### src/dqvs_pkg.sv
package dqvs_pkg;

  localparam int CMD_W    = 3;
  localparam int VALUE_W  = 32;
  localparam int STATUS_W = 2;
  localparam int POS_W    = 9;
  localparam int OCC_W    = 9;
  localparam int IN_W     = 40;
  localparam int OUT_W    = 56;

  localparam logic [VALUE_W-1:0] VALUE_NONE = '1;
  localparam logic [POS_W-1:0]   POS_NONE   = '1;

  typedef enum logic [CMD_W-1:0] {
    CMD_ADD_FRONT  = 3'd0,
    CMD_ADD_BACK   = 3'd1,
    CMD_TAKE_FRONT = 3'd2,
    CMD_TAKE_BACK  = 3'd3,
    CMD_SEARCH     = 3'd4
  } cmd_code_t;

  typedef enum logic [STATUS_W-1:0] {
    ST_OK        = 2'd0,
    ST_EMPTY     = 2'd1,
    ST_FULL      = 2'd2,
    ST_NOT_FOUND = 2'd3
  } status_code_t;

  typedef enum logic [2:0] {
    S_IDLE,
    S_EXEC,
    S_POP,
    S_SEARCH,
    S_DONE
  } state_t;

  typedef struct packed {
    logic load_in;
    logic exec;
    logic pop_capture;
    logic search_step;
    logic load_out;
  } dp_cmd_t;

  typedef struct packed {
    logic need_read;
    logic need_search;
    logic search_end;
    logic out_free;
  } dp_status_t;

endpackage

### src/dqvs_ctrl.sv
module dqvs_ctrl (
  input  logic                  clk,
  input  logic                  rst,
  input  logic                  s_tvalid,
  output logic                  s_tready,
  input  dqvs_pkg::dp_status_t  dp_status,
  output dqvs_pkg::dp_cmd_t     dp_cmd
);
  import dqvs_pkg::*;

  state_t state, state_next;

  always_ff @(posedge clk) begin
    if (rst) begin
      state <= S_IDLE;
    end else begin
      state <= state_next;
    end
  end

  always_comb begin
    state_next = state;
    case (state)
      S_IDLE: begin
        if (s_tvalid) state_next = S_EXEC;
      end
      S_EXEC: begin
        if (dp_status.need_read) state_next = S_POP;
        else if (dp_status.need_search) state_next = S_SEARCH;
        else state_next = S_DONE;
      end
      S_POP: state_next = S_DONE;
      S_SEARCH: begin
        if (dp_status.search_end) state_next = S_DONE;
      end
      S_DONE: begin
        if (dp_status.out_free) state_next = S_IDLE;
      end
      default: state_next = S_IDLE;
    endcase
  end

  always_comb begin
    s_tready = 1'b0;
    dp_cmd   = '0;
    case (state)
      S_IDLE: begin
        s_tready       = 1'b1;
        dp_cmd.load_in = s_tvalid;
      end
      S_EXEC:   dp_cmd.exec        = 1'b1;
      S_POP:    dp_cmd.pop_capture = 1'b1;
      S_SEARCH: dp_cmd.search_step = 1'b1;
      S_DONE:   dp_cmd.load_out    = dp_status.out_free;
      default: begin
        s_tready = 1'b0;
      end
    endcase
  end

endmodule

### config.mk
export PLATFORM = sky130hd
export DESIGN_NAME = dqvs_ctrl
export DESIGN_NICKNAME = d
export VERILOG_FILES = /design/src/dqvs_pkg.sv /design/src/dqvs_ctrl.sv
export SDC_FILE = /design/constraint.sdc
export NUM_CORES = 1
export LEC_CHECK = 0
export ABC_AREA = 1
export BUFFER_PORTS_ARGS = -buffer_cell sky130_fd_sc_hd__buf_2
export CORE_AREA = 2 2 39 41
export DETAILED_ROUTE_END_ITERATION = 12
export DIE_AREA = 0 0 41 43
export PLACE_DENSITY = 0.34
export SLEW_MARGIN = 10
export SYNTH_ARGS = -nofsm -noshare
export SYNTH_HDL_FRONTEND = slang
export SYNTH_SLANG_ARGS = --single-unit
### constraint.sdc
create_clock -name clk -period 1.3 [get_ports clk]
set_input_delay 0.195 -clock clk [delete_from_list [all_inputs] [get_ports clk]]
set_output_delay 0.195 -clock clk [all_outputs]
set_load 0.005 [all_outputs]
# ---- Yosys cells after proc, flatten, opt, wreduce, memory -nomap -nowiden
# Index checks and enable logic that the tools add are counted.
dict set report word_totals {
  regBits 3
  in_bits 7
  output_inout_bits 6
  elab_cells 22
}
dict set report op_classes {
  n_eq_ne 7
  n_mux 12
  reduce_logical 2
}
# op n
set ops {}
lappend ops {{$mux W3} 5}
lappend ops {{$pmux W3 S5} 1}
lappend ops {{$eq A3 B2 Y1 const B} 2}
lappend ops {{$mux W1} 6}
lappend ops {{$ne A2 B2 Y1 const B} 3}
lappend ops {{$eq A3 B1 Y1 const B} 1}
lappend ops {{$eq A3 B3 Y1 const B} 1}
lappend ops {{$logic_not A3 Y1} 1}
lappend ops {{$reduce_and A3 Y1} 1}

# ---- Depth between registers and ports, before layout
# Gate-level depths: netlist of run 1.
dict set report logic_depth {
  ltp_word 3
  ltp_mapped 7
  depth_no_buf 7
}

# ---- Worst setup path before layout of run 1
# No wires, ideal clock.
dict set report synth_path {
  kind {reg2reg}
  start {reg state[0]}
  end {reg state[0]}
  setup_time_ns 0.113
  arrival_ns 0.840
  t_required_ns 1.187
  slack_ns 0.347
  path_stages_with_launch 8
  n_path_buf 0
  period_less_slack_ns 0.953
  cell_sequence {dfxtp_1 -> nand2_1 -> nor2_2 -> nand2_2 -> nand3_2 -> nand2_1 -> nand2_1 -> nor2_1}
}
dict set report synth_via {
  elab_chain_len 3
  word_cells_on_any_way 10
  cone_classes {7 x eq/ne; 1 x mux; 2 x reduce/logical}
}
# element line_no
set synth_rtl {}
lappend synth_rtl {{from (decl)} dqvs_ctrl.sv:11} ;# state_t state, state_next;
lappend synth_rtl {{from (signal assigned)} dqvs_ctrl.sv:17} ;# state <= state_next;
lappend synth_rtl {{$eq A3 B2 Y1, or another cell as far along} dqvs_ctrl.sv:23} ;# case (state)
lappend synth_rtl {{$ne A2 B2 Y1 (no source line)} --}
lappend synth_rtl {{$reduce_and A3 Y1 (no source line)} --}
# Parallel ways exist; a longest one is shown, timed or not.
# A chain may end at the register's enable or synchronous reset.

==> results.cfg, run 1 <==
[critical_path]
cp.arrival_ns = 1.04
start_kind = flop
slowest_stage = dfxtp_1
slowest_delay_ns = 0.37
worstPathMaxFanout = 5
endpoint_kind = primary output
crit_type = reg -> out
worstPathRequired_ns = 1.11
crit_chain = inv_2, nor4_1, buf_2

[power]
vdd_drop_max_v = 0.0004206
p_leak_uw = 0.0001987
power_density_nw_per_um2 = 2034

[synthesis]
ys_seq_elements = 3
yosysWarnings = 0
avgSynthCellArea_um2 = 5.861
ys_seq_area_frac = 0.2697
syn_inst = 38
netlist_area_um2 = 222.7
synth_nets = 45
yosysUniqueCellTypes = 13

[floorplanning]
dieArea_um2 = 1763
core_area_um2 = 1384
rows = 14
io_pins = 13
die_height_um = 43
die_x_um = 41
start_util = 0.1609

[route]
wl_um = 543
drtIter0Drc = 1
drt_first_pass_iters = 4
routed.top_layer = met4
vias = 281
wl_per_cell_um = 7.648
drc = 0
wl_met2_um = 289
vias_per_cell = 3.958
ant_nets = 0
wl_met1_um = 211
dr_wl_met3_um = 29

[place]
placed_cell_area_um2 = 302.8
pre_cts_slack_ns = 0.1893
hpwlAfterDp_um = 463.9
placed_cells = 66
place_congestion = 0.6316
port_buffers = 12

[cells_and_area]
reg.largest.list = state (3)
drive_above_1_share = 0.4545
fin_cells = 71
nNetsFinal = 63
stdcell_area_um2 = 347.8
area_delta_synth_final_pct = 56.18
multiInputGateArea_um2 = 142.6
largest_reg_flops = 3
regMostFlops = state
seq_area_um2 = 61.31
diodes = 0
fillers = 175

[clock_tree]
root_buffer = clkbuf_4
clock-sinks = 3
clk_path_buf_depth = 2
cts_hold_buf = 0
clk_pin_slew_ns = 0.04
cts.htree.levels = 1
numCtsBuffers = 3
clkLatencyLatePin_ns = 0.23
cts_tree = yes

[job]
drv_cap = 0

[worst_hold_path]
hold_path_class = in -> reg

[sta]
rsz0062_at_grt = no
setup_viol = 0
worstMarginPinSlew_ns = 0.2614
skew_ns = 0.002147
setup-tns-final_ns = 0
fin_ws_ns = 0.06925
hold_viol = 0
max_freq_ghz = 0.8125
period_minus_slack_ns = 1.231
maxSlewViolCount = 0
final.period_utilization = 0.9467
slew_headroom = 0.8255

[global_routing]
grt_pass1_wl_um = 834
grt_antenna_before_repair = 0
track_usage = 0.06914
grt_max_degree = 7
grt_overflow = 0
grt_pass1_vias = 240

[run_status]
run_status = completed
[synthesized netlist by cell type, drive strengths merged]
cell type,instances,area (um^2)
nand2,9,36.29
nor2,9,38.79
inv,8,30.03
nand3,5,35.03
dfxtp,3,60.06
a21oi,1,5.000
nor4,1,6.260
o21ai,1,5.000
or2,1,6.260
[timing repair]
item	4_1_cts	5_1_grt
pin swaps	0	1
gates cloned	0	0
buffers inserted	0	1
resized for setup	1	3
setup endpoints to repair	2	2
endpoints found under the hold margin	0	0
[metrics by stage]
| stage | hold slack [ns] | total power (uW) | utilization |
|---|---|---|---|
| CTS | 0.1276 | 670.2 | 0.2396 |
| finish | 0.1304 | 707.6 | 0.2514 |
| floorplan | 0.2641 | 378.6 | - |
| detailed placement | 0.3738 | 496.3 | 0.2188 |
| global placement | 0.3702 | 504.9 | 0.2188 |
| global route | 0.1343 | 786.6 | 0.2514 |
[kinds of logic (layout without fill, tap and decap cells)]
family	count (synthesis)	in the layout	synth area share
flops	3	3	0.2697
compound gates	2	2	0.04490
buf+inv	8	25	0.1348
simple gates	25	25	0.5506
[cell usage in the layout (no fill, tap or decap), drive strengths merged]
cell type,synthesis,final
inv,8,8
or2,1,1
a21oi,1,1
nor2,9,9
nor4,1,1
nand3,5,5
buf,0,13
o21ai,1,1
dfxtp,3,3
nand2,9,9
clkbuf,0,4
[power breakdown]
part	internal, uW	leakage (uW)	switching (uW)
Clock	115	0.0000150	46.6
Sequential	130	0.0000250	55.4
Combinational	167	0.000159	194
[worst paths after layout]
| check | from | end | slack (ns) | cells past startpoint |
|---|---|---|---|---|
| min | rst | state[1] | 0.13 | 2 |
| min reg2reg | state[0] | state[0] | 0.56 | 4 |
| max reg2reg | state[1] | state[0] | 0.20 | 6 |
| max | state[2] | dp_cmd[0] | 0.07 | 3 |
[final cells by class]
type,count,area share
Multi-Input combinational cell,27,0.4101
Timing Repair Buffer,13,0.1942
Sequential cell,3,0.1763
Inverter,8,0.08633
Clock buffer,4,0.07554
Tap cell,16,0.05755
[critical path, delay by kind of cell, from the launching register on]
kind	cells	cell delay (ns)
flops	1	0.37
buf+inv	2	0.23
simple gates	1	0.21
[per-layer routing]
layer / GRT usage / vias to the layer above
met1: 0.07348 / 119
met2: 0.1156 / 8
met3: 0.01571 / 2
met4: 0.04000 / 0
met5: 0 / -
li1: - / 152
(Power assumes the default switching activity.)
==> run 2: changes to the inputs <==
--- a/config.mk
+++ b/config.mk
@@ -6,11 +6,11 @@
 export NUM_CORES = 1
 export LEC_CHECK = 0
 export ABC_AREA = 1
-export BUFFER_PORTS_ARGS = -buffer_cell sky130_fd_sc_hd__buf_2
 export CORE_AREA = 2 2 39 41
 export DETAILED_ROUTE_END_ITERATION = 12
 export DIE_AREA = 0 0 41 43
-export PLACE_DENSITY = 0.34
+export DONT_BUFFER_PORTS = 1
+export PLACE_DENSITY = 0.3
 export SLEW_MARGIN = 10
 export SYNTH_ARGS = -nofsm -noshare
 export SYNTH_HDL_FRONTEND = slang
==> run 2 against run 1 <==
  * Critical path depth unchanged
  * Register-to-register slack is essentially flat
  * Utilization fell by 5.3 points
  * Sequential share of layout area is 4.3 points higher
  * Global-route usage increased by 0.11 points
  * Clock skew grew 0.0062 ns
  * Sequential power down 6%
  * Clock power up 7%
  * Flip-flop and latch count stayed put
  * Critical endpoint is now dp_cmd[4]
  * Clock-buffer cell count is the same
  * Hold slack worse by 0.11 ns
  * Power decreased by 14%
==> results.cfg, run 2 (same netlist as run 1, synthesis figures left out) <==
[floorplanning]
die_height_um = 43
die_x_um = 41
start_util = 0.1609
io_pins = 13
dieArea_um2 = 1763
rows = 14
core_area_um2 = 1384

[global_routing]
track_usage = 0.07028
grt_pass1_vias = 210
grt_antenna_before_repair = 0
grt_pass1_wl_um = 772
grt_max_degree = 7
grt_overflow = 0

[route]
drt_first_pass_iters = 4
drtIter0Drc = 6
wl_per_cell_um = 9.483
wl_um = 550
ant_nets = 0
vias_per_cell = 4.207
drc = 0
vias = 244

[clock_tree]
clk_path_buf_depth = 2
cts_tree = yes
clk_pin_slew_ns = 0.04
clkLatencyLatePin_ns = 0.24
numCtsBuffers = 3
post_cts_buffers = 0
cts_hold_buf = 0
cts-resized-gates = 0
root_buffer = clkbuf_4
clock-sinks = 3
cts.htree.levels = 1

[sta]
rsz0062_at_grt = no
slew_headroom = 0.7686
setup_viol = 0
final.period_utilization = 0.9366
skew_ns = 0.008306
maxSlewViolCount = 0
worstMarginPinSlew_ns = 0.3439
setup-tns-final_ns = 0
fin_ws_ns = 0.08237
period_minus_slack_ns = 1.218
max_freq_ghz = 0.8213
hold_viol = 0

[cells_and_area]
regMostFlops = state
drive_above_1_share = 0.2619
reg.largest.list = state (3)
final_cell_mix = nand2_1 (8), inv_1 (7), nor2_1 (5), nor2_2 (4)
largest_reg_flops = 3
final_util = 0.1980
diodes = 0
area_delta_synth_final_pct = 23.03
fin_cells = 58
nNetsFinal = 50
fillers = 159
final_common_cell = nand2_1
stdcell_area_um2 = 274.0

[critical_path]
worstPathMaxFanout = 5
cp.arrival_ns = 1.02
critPathMostFrequentCell = nor2_2
start_kind = flop
slowest_delay_ns = 0.37
slowest_stage = dfxtp_1
worstPathRequired_ns = 1.11
crit_chain = nor2_2, nand2_1, nor2_2
endpoint_kind = primary output
crit_type = reg -> out

[place]
pre_cts_slack_ns = 0.2307
placed_cell_area_um2 = 242.7
place_congestion = 0.6339
hpwlAfterDp_um = 429.5
placed_cells = 54
port_buffers = 0

[run_status]
run_status = completed

[power]
p_leak_uw = 0.0001393
power_density_nw_per_um2 = 2221
vdd_drop_max_v = 0.0005237

[worst_hold_path]
hold_path_class = in -> reg

[job]
drv_cap = 0
run 2: changes by cell type in the layout (fill, tap and decap cells not counted), sizes merged:
| cell | before | now |
|---|---|---|
| buf | 13 | 0 |
run 2: cell type report:
class	count	area [um^2]	area share
Clock buffer	4	26.28	0.09589
Inverter	8	30.03	0.1096
Multi-Input combinational cell	27	137.6	0.5023
Sequential cell	3	60.06	0.2192
Tap cell	16	20.02	0.07306
run 2: final timing paths:
| path | startpoint | endpoint | slack, ns | depth (start not counted) |
|---|---|---|---|---|
| setup / recovery | state[1] | dp_cmd[4] | 0.08 | 3 |
| hold / removal | rst | state[1] | 0.02 | 1 |
| setup reg to reg | state[1] | state[0] | 0.19 | 7 |
| hold reg to reg | state[0] | state[0] | 0.59 | 4 |
run 2: per-layer routing:
layer  vias up  track usage  part of all wire
li1        122            -                 -
met1       111      0.06752              0.38
met2        11       0.1000              0.52
met3         0      0.04188             0.096
met4         0      0.06000                 0
met5         -            0                 0
run 2: per-stage QoR:
step           hold WS, ns  power (uW)
2_1_floorplan       0.2641       378.6
3_3_place_gp        0.2760       436.8
3_5_place_dp        0.2719       430.6
4_1_cts            0.01909       605.3
5_1_grt            0.01871       667.8
6_report           0.01816       608.5
run 2: worst max-delay path, delay by kind of cell, from the launching register on:
| family | cells | cell delay [ns] |
|---|---|---|
| flip-flops | 1 | 0.37 |
| AND/OR/NAND/NOR | 3 | 0.41 |
run 2: report_power, final:
group          internal, uW  total, uW  switching [uW]  leakage, uW
Clock                   116        172            56.6    0.0000150
Sequential              126        174            47.7    0.0000248
Combinational          88.1        262             174    0.0000995
